**src/hw/rtl/esp_pkg.sv**
```systemverilog
// Shared types and constants for the encoder position and speed estimator.
// No dependencies; imported by esp_mul, esp_div and the top level.
`timescale 1ns / 1ps

package esp_pkg;

	localparam int DEN_W = 48;
	localparam int POS_W = 40;

	typedef logic signed [32:0] mul_op_t;
	typedef logic signed [65:0] mul_prod_t;

	localparam logic [25:0] RPM_NUMERATOR  = 26'd60000000;
	localparam logic [28:0] PI_OVER_30_Q32 = 29'd449767923;
	localparam logic [31:0] PERIOD_RESET   = 32'd2000000000;
	localparam logic [30:0] SPEED_MAX      = 31'h7FFFFFFF;
	localparam logic [16:0] EMA_ONE        = 17'd65536;

	localparam logic [15:0] PPR_RESET = 16'd4191;
	localparam logic [23:0] DPP_RESET = 24'd1441136;
	localparam logic [15:0] EMA_RESET = 16'd19661;

	localparam logic [1:0] CFG_PPR = 2'd0;
	localparam logic [1:0] CFG_DPP = 2'd1;
	localparam logic [1:0] CFG_EMA = 2'd2;

endpackage

```
**src/hw/rtl/encoder_position_speed_estimator.sv**
```systemverilog
// Encoder position and speed estimator, top level with the sample sequencer.
// Edge item: one item per cycle while the sequencer is idle. Sample item: holds
// in_ready low until its result is loaded, waiting in S_DONE while out_valid is
// held without out_ready; the restoring divider yields one quotient bit per cycle.
// Reset (arst_n low) restores registers and state to their reset values at once.
`timescale 1ns / 1ps

module encoder_position_speed_estimator #(
	parameter int COUNT_WIDTH     = 24,
	parameter int SPEED_FRAC_BITS = 16
) (
	input  logic               clk,
	input  logic               arst_n,
	input  logic               cfg_we,
	input  logic [1:0]         cfg_index,
	input  logic [23:0]        cfg_data,
	input  logic               in_valid,
	output logic               in_ready,
	input  logic               func,
	input  logic               level_a,
	input  logic               level_b,
	input  logic [31:0]        time_us,
	output logic               out_valid,
	input  logic               out_ready,
	output logic signed [39:0] position_deg,
	output logic signed [31:0] revolutions,
	output logic signed [31:0] speed_rpm,
	output logic signed [31:0] speed_rad_per_s
);
	import esp_pkg::*;

	localparam int NUM_W = 26 + SPEED_FRAC_BITS;
	localparam logic signed [COUNT_WIDTH-1:0] COUNT_MAX = {1'b0, {(COUNT_WIDTH-1){1'b1}}};
	localparam logic signed [COUNT_WIDTH-1:0] COUNT_MIN = {1'b1, {(COUNT_WIDTH-1){1'b0}}};
	localparam logic [NUM_W-1:0] DIV_NUM = NUM_W'(RPM_NUMERATOR) << SPEED_FRAC_BITS;

	typedef enum logic [3:0] {
		S_IDLE, S_POS, S_DEN, S_DIVS, S_DIVW, S_EMA1, S_EMA2, S_EMA3, S_RAD, S_RADC, S_DONE
	} state_t;

	state_t                        state_q;
	logic [15:0]                   ppr_q;
	logic [23:0]                   dpp_q;
	logic [15:0]                   ema_q;
	logic signed [COUNT_WIDTH-1:0] count_q;
	logic                          fwd_q;
	logic [31:0]                   last_q;
	logic [31:0]                   period_q;
	logic [31:0]                   rev_q;
	logic signed [31:0]            filt_q;
	logic [COUNT_WIDTH-1:0]        mag_q;
	logic                          neg_q;
	logic [POS_W-1:0]              pm_q;
	logic signed [31:0]            raw_q;
	mul_prod_t                     p1_q;
	logic signed [31:0]            rad_q;
	logic                          out_valid_q;
	logic [POS_W-1:0]              pos_out_q;
	logic [31:0]                   rev_out_q;
	logic signed [31:0]            rpm_out_q;
	logic signed [31:0]            rad_out_q;

	mul_op_t          mul_a;
	mul_op_t          mul_b;
	mul_prod_t        prod;
	logic             div_start;
	logic             div_done;
	logic [NUM_W-1:0] div_quo;

	logic signed [33:0]       cnt_x;
	logic signed [33:0]       ppr_x;
	logic                     rev_up;
	logic                     rev_dn;
	logic [16:0]              ema_rest;
	mul_prod_t                pos_rnd;
	mul_prod_t                ema_sum;
	mul_prod_t                rad_sum;
	logic                     quo_sat;
	logic [30:0]              spd_mag;
	logic signed [31:0]       raw_next;
	logic                     accept;

	assign in_ready  = (state_q == S_IDLE);
	assign accept    = in_valid && in_ready;
	assign div_start = (state_q == S_DIVS);

	assign cnt_x    = 34'(count_q);
	assign ppr_x    = $signed({18'b0, ppr_q});
	assign rev_up   = fwd_q && (cnt_x >= ppr_x);
	assign rev_dn   = !fwd_q && (cnt_x <= -ppr_x);
	assign ema_rest = EMA_ONE - 17'(ema_q);

	assign pos_rnd = prod + 66'sd128;
	assign ema_sum = p1_q + prod + 66'sd32768;
	assign rad_sum = prod + 66'sh80000000;

	assign quo_sat  = |div_quo[NUM_W-1:31];
	assign spd_mag  = quo_sat ? SPEED_MAX : div_quo[30:0];
	assign raw_next = fwd_q ? $signed({1'b0, spd_mag}) : -$signed({1'b0, spd_mag});

	always_comb begin
		mul_a = '0;
		mul_b = '0;
		case (state_q)
			S_POS: begin
				mul_a = $signed(33'(mag_q));
				mul_b = $signed(33'(dpp_q));
			end
			S_DEN: begin
				mul_a = $signed(33'(ppr_q));
				mul_b = $signed(33'(period_q));
			end
			S_EMA1: begin
				mul_a = 33'(raw_q);
				mul_b = $signed(33'(ema_q));
			end
			S_EMA2: begin
				mul_a = 33'(filt_q);
				mul_b = $signed(33'(ema_rest));
			end
			S_RAD: begin
				mul_a = 33'(filt_q);
				mul_b = $signed(33'(PI_OVER_30_Q32));
			end
			default: begin
				mul_a = '0;
				mul_b = '0;
			end
		endcase
	end

	esp_mul u_mul (
		.clk  (clk),
		.a    (mul_a),
		.b    (mul_b),
		.prod (prod)
	);

	esp_div #(
		.NUM_W (NUM_W)
	) u_div (
		.clk    (clk),
		.arst_n (arst_n),
		.start  (div_start),
		.num    (DIV_NUM),
		.den    (prod[DEN_W-1:0]),
		.done   (div_done),
		.quo    (div_quo)
	);

	always_ff @(posedge clk or negedge arst_n) begin
		if (!arst_n) begin
			state_q     <= S_IDLE;
			ppr_q       <= PPR_RESET;
			dpp_q       <= DPP_RESET;
			ema_q       <= EMA_RESET;
			count_q     <= '0;
			fwd_q       <= 1'b0;
			last_q      <= '0;
			period_q    <= PERIOD_RESET;
			rev_q       <= '0;
			filt_q      <= '0;
			mag_q       <= '0;
			neg_q       <= 1'b0;
			pm_q        <= '0;
			raw_q       <= '0;
			p1_q        <= '0;
			rad_q       <= '0;
			out_valid_q <= 1'b0;
			pos_out_q   <= '0;
			rev_out_q   <= '0;
			rpm_out_q   <= '0;
			rad_out_q   <= '0;
		end else begin
			if (cfg_we) begin
				case (cfg_index)
					CFG_PPR: ppr_q <= cfg_data[15:0];
					CFG_DPP: dpp_q <= cfg_data;
					CFG_EMA: ema_q <= cfg_data[15:0];
					default: ;
				endcase
			end

			if (out_valid_q && out_ready && state_q != S_DONE) begin
				out_valid_q <= 1'b0;
			end

			case (state_q)
				S_IDLE: begin
					if (accept) begin
						if (!func) begin
							if (level_a == level_b) begin
								if (count_q != COUNT_MAX)
									count_q <= count_q + COUNT_WIDTH'(1);
								fwd_q <= 1'b1;
							end else begin
								if (count_q != COUNT_MIN)
									count_q <= count_q - COUNT_WIDTH'(1);
								fwd_q <= 1'b0;
							end
							period_q <= time_us - last_q;
							last_q   <= time_us;
						end else begin
							mag_q <= count_q[COUNT_WIDTH-1] ? COUNT_WIDTH'(-count_q)
							                                : COUNT_WIDTH'(count_q);
							neg_q <= count_q[COUNT_WIDTH-1];
							if (rev_up) begin
								rev_q   <= rev_q + 32'd1;
								count_q <= '0;
							end else if (rev_dn) begin
								rev_q   <= rev_q - 32'd1;
								count_q <= '0;
							end
							state_q <= S_POS;
						end
					end
				end
				S_POS: state_q <= S_DEN;
				S_DEN: begin
					pm_q    <= pos_rnd[POS_W+7:8];
					state_q <= S_DIVS;
				end
				S_DIVS: state_q <= S_DIVW;
				S_DIVW: begin
					if (div_done) begin
						raw_q   <= raw_next;
						state_q <= S_EMA1;
					end
				end
				S_EMA1: state_q <= S_EMA2;
				S_EMA2: begin
					p1_q    <= prod;
					state_q <= S_EMA3;
				end
				S_EMA3: begin
					filt_q  <= ema_sum[47:16];
					state_q <= S_RAD;
				end
				S_RAD: state_q <= S_RADC;
				S_RADC: begin
					rad_q   <= rad_sum[63:32];
					state_q <= S_DONE;
				end
				S_DONE: begin
					if (!out_valid_q || out_ready) begin
						pos_out_q   <= neg_q ? -pm_q : pm_q;
						rev_out_q   <= rev_q;
						rpm_out_q   <= filt_q;
						rad_out_q   <= rad_q;
						out_valid_q <= 1'b1;
						state_q     <= S_IDLE;
					end
				end
				default: state_q <= S_IDLE;
			endcase
		end
	end

	assign out_valid       = out_valid_q;
	assign position_deg    = $signed(pos_out_q);
	assign revolutions     = $signed(rev_out_q);
	assign speed_rpm       = rpm_out_q;
	assign speed_rad_per_s = rad_out_q;

`ifndef NO_ASSERTIONS
	a_sample_busy: assert property (@(posedge clk) disable iff (!arst_n)
		accept && func |=> !in_ready)
		else $error("sample item did not start the sequencer");

	a_edge_ready: assert property (@(posedge clk) disable iff (!arst_n)
		accept && !func |=> in_ready)
		else $error("edge item left the block busy");

	a_div_done: assert property (@(posedge clk) disable iff (!arst_n)
		div_done |-> state_q == S_DIVW)
		else $error("divider finished outside the wait state");

	a_out_load: assert property (@(posedge clk) disable iff (!arst_n)
		$rose(out_valid) |-> $past(state_q == S_DONE))
		else $error("result raised without a finished sample");

	a_rev_step: assert property (@(posedge clk) disable iff (!arst_n)
		accept && func && rev_up |=> count_q == '0 && rev_q == $past(rev_q) + 32'd1)
		else $error("forward revolution step missed");
`endif

endmodule

```
**src/hw/rtl/esp_mul.sv**
```systemverilog
// Shared signed 33x33 multiplier with a registered product.
// Depends on esp_pkg for the operand and product types.
`timescale 1ns / 1ps

module esp_mul (
	input  logic               clk,
	input  esp_pkg::mul_op_t   a,
	input  esp_pkg::mul_op_t   b,
	output esp_pkg::mul_prod_t prod
);
	import esp_pkg::*;

	mul_prod_t prod_q;

	always_ff @(posedge clk) begin
		prod_q <= a * b;
	end

	assign prod = prod_q;

endmodule

```
**src/hw/rtl/esp_div.sv**
```systemverilog
// Restoring radix-2 divider, one quotient bit per cycle.
// Depends on esp_pkg for the divisor width.
`timescale 1ns / 1ps

module esp_div #(
	parameter int NUM_W = 42
) (
	input  logic                      clk,
	input  logic                      arst_n,
	input  logic                      start,
	input  logic [NUM_W-1:0]          num,
	input  logic [esp_pkg::DEN_W-1:0] den,
	output logic                      done,
	output logic [NUM_W-1:0]          quo
);
	import esp_pkg::*;

	localparam int CNT_W = $clog2(NUM_W);

	logic             busy_q;
	logic             done_q;
	logic [CNT_W-1:0] cnt_q;
	logic [NUM_W-1:0] num_q;
	logic [NUM_W-1:0] quo_q;
	logic [DEN_W-1:0] rem_q;
	logic [DEN_W-1:0] den_q;
	logic [DEN_W:0]   trial;
	logic [DEN_W+1:0] diff;

	assign trial = {rem_q, num_q[NUM_W-1]};
	assign diff  = {1'b0, trial} - {2'b00, den_q};

	always_ff @(posedge clk or negedge arst_n) begin
		if (!arst_n) begin
			busy_q <= 1'b0;
			done_q <= 1'b0;
			cnt_q  <= '0;
		end else begin
			done_q <= 1'b0;
			if (start) begin
				busy_q <= 1'b1;
				cnt_q  <= '0;
			end else if (busy_q) begin
				cnt_q <= cnt_q + CNT_W'(1);
				if (cnt_q == CNT_W'(NUM_W - 1)) begin
					busy_q <= 1'b0;
					done_q <= 1'b1;
				end
			end
		end
	end

	always_ff @(posedge clk) begin
		if (start) begin
			num_q <= num;
			den_q <= den;
			rem_q <= '0;
			quo_q <= '0;
		end else if (busy_q) begin
			num_q <= num_q << 1;
			if (!diff[DEN_W+1]) begin
				rem_q <= diff[DEN_W-1:0];
				quo_q <= {quo_q[NUM_W-2:0], 1'b1};
			end else begin
				rem_q <= trial[DEN_W-1:0];
				quo_q <= {quo_q[NUM_W-2:0], 1'b0};
			end
		end
	end

	assign done = done_q;
	assign quo  = quo_q;

endmodule

```
**config.mk**
```make
export PLATFORM = sky130hd
export DESIGN_NAME = encoder_position_speed_estimator
export DESIGN_NICKNAME = d
export VERILOG_FILES = /design/src/hw/rtl/esp_pkg.sv /design/src/hw/rtl/encoder_position_speed_estimator.sv /design/src/hw/rtl/esp_mul.sv /design/src/hw/rtl/esp_div.sv
export SDC_FILE = /design/constraint.sdc
export NUM_CORES = 2
export LEC_CHECK = 0
export BUFFER_PORTS_ARGS = -buffer_cell sky130_fd_sc_hd__buf_4
export CAP_MARGIN = 20
export CORE_ASPECT_RATIO = 1.4
export CORE_MARGIN = 2
export CORE_UTILIZATION = 50
export CTS_CLUSTER_SIZE = 24
export DETAILED_ROUTE_END_ITERATION = 8
export GPL_TIMING_DRIVEN = 1
export HOLD_SLACK_MARGIN = 0.15
export PLACE_DENSITY_LB_ADDON = 0.2
export SYNTH_ARGS = -nofsm -noshare
export SYNTH_HDL_FRONTEND = slang
export SYNTH_SLANG_ARGS = --single-unit
```
**constraint.sdc**
```tcl
create_clock -name clk -period 23.6 [get_ports clk]
set_clock_uncertainty 0.15 [all_clocks]
set_input_delay 4.72 -clock clk [delete_from_list [all_inputs] [get_ports clk]]
set_output_delay 4.72 -clock clk [all_outputs]
set_load 0.02 [all_outputs]
```
# --- After elaboration in Yosys (flattened, before gate mapping) ---
# Cells that the tools add are included.
# Widths: inputs -> output; s select.
op_classes:
  add_sub_neg: 16
  mul: 1
  n_lt_le_gt_ge: 2
  eq_ne: 23
  muxes: 33
  bitwise_logic: 1
  reduce_logical: 25
ops:
  columns: ["operator", "count"]
  rows:
  - ["$mux 24", 7]
  - ["$pmux 32 s5", 1]
  - ["$pmux 33 s4", 1]
  - ["$mux 32", 3]
  - ["$add 64x33->64 const B", 1]
  - ["$mul 33x33->64", 1]
  - ["$sub 49x48->50", 1]
  - ["$add 48x17->48 const B", 1]
  - ["$add 48x48->48", 1]
  - ["$add 48x9->48 const B", 1]
  - ["$mux 48", 1]
  - ["$ne 24x24->1 const B", 2]
  - ["$pmux 4 s11", 1]
  - ["$mux 40", 1]
  - ["$neg 40->40", 1]
  - ["$le 24x34->1", 1]
  - ["$neg 16->34", 1]
  - ["$add 32x1->32 const B", 1]
  - ["$neg 31->32", 1]
  - ["$sub 32x1->32 const B", 1]
  - ["$sub 32x32->32", 1]
  - ["$mux 31", 1]
  - ["$add 24x2->24 const B", 1]
  - ["$ge 24x17->1", 1]
  - ["34 further kinds", 68]
word_totals:
  register_bits: 755
  in_bits: 66
  output_inout_bits: 138

# --- Logic depth before layout (Yosys ltp) ---
logic_depth:
  depth_word: 6
  depth_mapped: 39
  ltp_nobuf: 36

# --- Modules after synthesis ---
# A second synthesis with hierarchy kept.
hier_totals:
  hier_cells: 8678
  area_unflattened_um2: 81982.4
by_module_without_submodules:
  columns: ["module", "n_inst", "cells_each", "area_per_inst_um2", "seq_area_each_um2"]
  rows:
  - ["esp_mul", 1, 4256, 40062.2, 1321.3]
  - ["encoder_position_speed_estimator", 1, 3432, 31769.2, 13238.9]
  - ["esp_div", 1, 990, 10151.0, 4704.5]

# --- Least setup slack after synthesis ---
# No wires, ideal clock.
synth_path:
  kind: "flip-flop to flip-flop"
  startpoint: "reg ema_q[4]"
  endpoint: "reg u_mul.prod_q[61] (netlist: u_mul.prod[61])"
  setup_time_ps: 72
  arrival_ps: 9467
  slack_ps: 13912
  path_stages_with_launch: 40
  path_buffers: 3
  period_less_slack_ps: 9688
  path_cell_list: "dfrtp_1 clkbuf_1 or3_1 or3_1 clkbuf_1 nor3_1 nand3b_1 or2_2 o21ai_0 nand2_1 nand3_1 clkbuf_1 nand2_1 fa_1 inv_1 fa_1 inv_1 fa_1 [... 4 more ...] inv_1 fa_1 fa_1 inv_1 fa_1 inv_1 ha_1 and4_1 and4_1 nand2_1 o21ai_0 a311oi_1 and2_1 o41ai_1 a21oi_1 o21ai_1 a31o_2 xor2_1"
synth_between:
  elab_chain_len: 3
synth_lines:
  columns: ["item", "line", "source"]
  rows:
  - ["start, declared", "encoder_position_speed_estimator.sv:44", "logic [15:0] ema_q;"]
  - ["start signal, assigned", "encoder_position_speed_estimator.sv:179", "CFG_EMA: ema_q <= cfg_data[15:0];"]
  - ["$sub 17x16->17", "encoder_position_speed_estimator.sv:91", "assign ema_rest = EMA_ONE - 17'(ema_q);"]
  - ["$pmux 32 s5 *", "encoder_position_speed_estimator.sv:104", "case (state_q)"]
  - ["$mul 33x33->64 *", "esp_mul.sv:16", "prod_q <= a * b;"]
  - ["end signal, assigned", "esp_mul.sv:16", null]
  - ["end, declared", "esp_mul.sv:13", "mul_prod_t prod_q;"]
# Mark *: on every way between the ends. The rest lies on a longest branch, timed or not.
# A chain may end at the register's enable or synchronous reset.

# --- Worst setup path in the final report ---
layout_path:
  startpoint: "reg state_q[0]"
  endpoint: "reg u_mul.prod_q[61] (netlist: u_mul.prod[61])"
layout_between:
  elab_chain_len: 4
  word_cells_on_any_way: 9
  cone_classes: "mul: 1; eq/ne: 5; mux: 2; reduce/logical: 1"
layout_lines:
  columns: ["item", "line", "source"]
  rows:
  - ["start, declared", "encoder_position_speed_estimator.sv:41", "state_t state_q;"]
  - ["start signal, assigned", "encoder_position_speed_estimator.sv:153", "state_q <= S_IDLE;"]
  - ["start signal, assigned", "encoder_position_speed_estimator.sv:214", "state_q <= S_POS;"]
  - ["start signal, assigned", "encoder_position_speed_estimator.sv:218", "S_POS: state_q <= S_DEN;"]
  - ["$eq 4x4->1 or $eq 4x3->1 (tied branches)", "encoder_position_speed_estimator.sv:104", null]
  - ["$reduce_or 2->1 (no source line)", null, null]
  - ["$pmux 33 s4", "encoder_position_speed_estimator.sv:104", null]
  - ["$mul 33x33->64 *", "esp_mul.sv:16", null]
# Marked as above.

==> impl_metrics.py <==
metrics = {
    "timing": {
        "rsz0062_at_grt": "no",
        "setup_viol": 0,
        "hold_viol_final": 0,
        "min_period_over_period": 0.478,
        "max_freq_mhz": 88.6,
        "slew_viol_final": 0,
        "tns_ns": 0,
        "fin_crit_ns": 11.28,
        "relSlewSlack": 0.175,
        "holdWs_ns": 0.306,
        "worst_pin_slew_ns": 1.24,
    },
    "clock_network": {
        "cts_max_level": 3,
        "cts_tree": "done",
        "cts-root-buf": "clkbuf_16",
        "cts.sinks": 755,
        "clk_pin_slew_ns": 0.06,
        "holdBufCountCts": 0,
        "cts_setup_buffers": 0,
        "post_cts_resized": 0,
        "clkLatencyLatePin_ns": 0.75,
        "cts_buffers": 83,
        "clockBufferDepth": 3,
    },
    "pwr": {
        "power_density_mw_per_mm2": 154,
        "intPower_uw": 6220,
        "vdd_drop_max_uv": 245,
        "power.switching_uw": 6700,
        "leakagePower_uw": 0.0414,
        "switching_share": 0.519,
        "pwr-share-comb": 0.700,
        "pwr-share-clk": 0.110,
        "seqPwrFrac": 0.190,
    },
    "worst_setup_path": {
        "crit_path_top_delay_cell": "fa_1",
        "cp_data_required_time_ns": 24.12,
        "crit_path_max_fanout": 62,
        "crit_top_cell": "fa_1",
        "path_buf_inv": 9,
        "worstSetupPathType": "reg -> reg",
        "end_kind": "register",
        "start_kind": "register",
        "cp.arrival_ns": 11.81,
        "critical-path-top-delay-family": "adder cells",
        "r2r_cells": 31,
        "critical_path.max_stage_delay_ns": 0.94,
        "path_depth": 31,
    },
    "floorplan": {
        "start_util": 0.502,
        "num_rows": 170,
        "die-width_um": 335,
        "dieArea_mm2": 0.157,
        "io_pins": 204,
        "die_h_um": 468,
        "core_mm2": 0.153,
    },
    "placed_design": {
        "dpl.hpwl_mm": 179,
        "dpl.cell_count": 10300,
        "placed_area_mm2": 0.0806,
        "gp_congestion": 1.01,
        "io_buffers": 203,
    },
    "global_routing": {
        "grt_max_degree": 133,
        "grt_use_total": 0.296,
        "grt.overflow.total": 0,
        "antenna_found_initial": 7,
        "grt_pass1_vias": 62200,
        "grt_pass1_wl_mm": 354,
    },
    "final_layout": {
        "final_cells": 10500,
        "drive_above_1_share": 0.0889,
        "final-seq-area_mm2": 0.0183,
        "design_area_mm2": 0.0837,
        "final_net_count": 10100,
        "fin_util": 0.547,
        "multi_input_area_mm2": 0.0526,
        "fillCellCount": 13900,
        "syn_to_final_growth_pct": 9.02,
    },
    "synthesis": {
        "syn_inst": 8337,
        "yosysWarningCount": 0,
        "synth.distinct_cells": 86,
        "syn_area_per_cell_um2": 9.20,
        "synth_ff_type": "dfrtp_1",
        "ys_seq_area_frac": 0.239,
        "synth_area_mm2": 0.0767,
        "synth_edf_count": 48,
        "ys_ff_latch": 755,
        "async_flop_share": 0.709,
    },
    "detailed_routing": {
        "drt_first_pass_iters": 9,
        "viasPerCell": 5.59,
        "wirelength_mm": 225,
        "antenna_left": 0,
        "drc": 0,
        "drtIter0Drc": 3705,
        "num_vias": 58800,
        "route.detailed.wl_per_inst_um": 21.4,
    },
    "hold_path": {
        "min_path_cells": 2,
        "worstHoldPathType": "reg -> reg",
    },
    "flow_run": {
        "maxCapViolCount": 0,
    },
    "run_status": {
        "status": "finished clean",
    },
}
path summary, 6_finish.rpt:
| path | startpoint | end | slack [ns] |
|---|---|---|---|
| worst max-delay path | state_q[0] | u_mul.prod[61] | 12.32 |
| worst min-delay path | u_mul.prod[0] | p1_q[0] | 0.31 |
| worst max register to register | state_q[0] | u_mul.prod[61] | 12.32 |
| worst min register to register | u_mul.prod[0] | p1_q[0] | 0.31 |
| max in group asynchronous | arst_n | ema_q[9] | 16.43 |
| min in group asynchronous | arst_n | revolutions[18] | 3.79 |
registers in the layout, indices dropped and copies added, names as in the netlist, 24 cells and up:
signal and cells:
u_mul.prod 64, filt_q 32, u_div.den_q 48, u_div.rem_q 48, mag_q 24, speed_rad_per_s 32, speed_rpm 32, last_q 32
rev_q 32, pm_q 40, period_q 32, u_div.quo 42, count_q 24, p1_q 48, dpp_q 24, rad_q 32
revolutions 32, raw_q 32, position_deg 40
layout by cell type (no fill, tap or decap), types with 23 or more instances in the layout:
master / instances
o21a_1: 49
buf_4: 291
nor2_1: 715
o21bai_1: 30
a211oi_1: 28
dfstp_2: 41
edfxtp_1: 48
a31oi_1: 35
nand2b_1: 54
or3_1: 24
and3_1: 37
nor4_1: 38
and2_1: 30
xnor2_1: 182
clkbuf_16: 86
dfrtp_1: 493
nand4_1: 66
nor2b_1: 41
o21ai_0: 417
o31ai_1: 34
ha_1: 467
a21oi_1: 357
a22oi_1: 29
or4_1: 23
nand2_1: 1119
or2_2: 27
nand3_1: 80
dfxtp_1: 172
conb_1: 101
and4_1: 28
nor3_1: 49
mux2i_1: 69
fa_1: 1077
inv_1: 1333
xor2_1: 193
mux2_2: 193
a21o_1: 136
per-layer routing:
layer / vias to the layer above / routed length (um) / global-route usage / part of all wire
li1: 26900 / - / - / -
met1: 29300 / 83300 / 0.341 / 0.37
met2: 1914 / 109000 / 0.501 / 0.49
met3: 681 / 13100 / 0.0479 / 0.058
met4: 10 / 19200 / 0.214 / 0.086
met5: - / 69 / 0 / 0.00031
synth_stat cells (182+ instances only):
cell / count / area (um^2)
o21ai_0: 419 / 2100
fa_1: 1077 / 21600
inv_1: 1333 / 5000
xor2_1: 194 / 1700
xnor2_1: 182 / 1590
nand2_1: 1121 / 4210
ha_1: 467 / 5840
a21oi_1: 360 / 1800
dfrtp_1: 494 / 12400
nor2_1: 719 / 2700
clkbuf_1: 322 / 1210
mux2_2: 193 / 2170
power by group through the flow:
stage               Combinational (uW)  Sequential, uW  Clock (uW)
floorplan                         6420            2320           0
global placement                  8800            2460           0
detailed placement                8980            2470           0
CTS                               9030            2450        1460
global route                     10100            2520        1500
finish                            9040            2460        1420
metrics by stage:
stage | setup WS (ns) | power [uW]
after floorplan | 13.91 | 8740
after global placement | 12.54 | 11300
after detailed placement | 12.27 | 11500
after CTS | 12.27 | 12900
after global routing | 11.68 | 14200
final | 12.32 | 12900
kinds of logic after synthesis:
family | after synthesis | share of synthesized area
flops | 755 | 0.239
fa+ha+maj | 1544 | 0.357
buf+inv | 1693 | 0.0829
xor+xnor | 376 | 0.0429
mux | 262 | 0.0373
compound gates | 1325 | 0.106
simple gates | 2380 | 0.134
other cells | 2 | 0.0000979
tightest hold or removal path, cell delays in order, from the launching register on:
cell and delay (ns):
dfxtp_1 0.33, nand2_1 0.06, nand2_1 0.04
cell type report:
| class | count | area share |
|---|---|---|
| Sequential cell | 755 | 0.219 |
| Multi-Input combinational cell | 5988 | 0.628 |
| Timing Repair Buffer | 298 | 0.0275 |
| Tap cell | 1978 | 0.0296 |
| Clock inverter | 40 | 0.00636 |
| Clock buffer | 114 | 0.0291 |
| Antenna cell | 1 | 0.0000299 |
| Inverter | 1335 | 0.0599 |
Power figures use the tool's default switching activity.
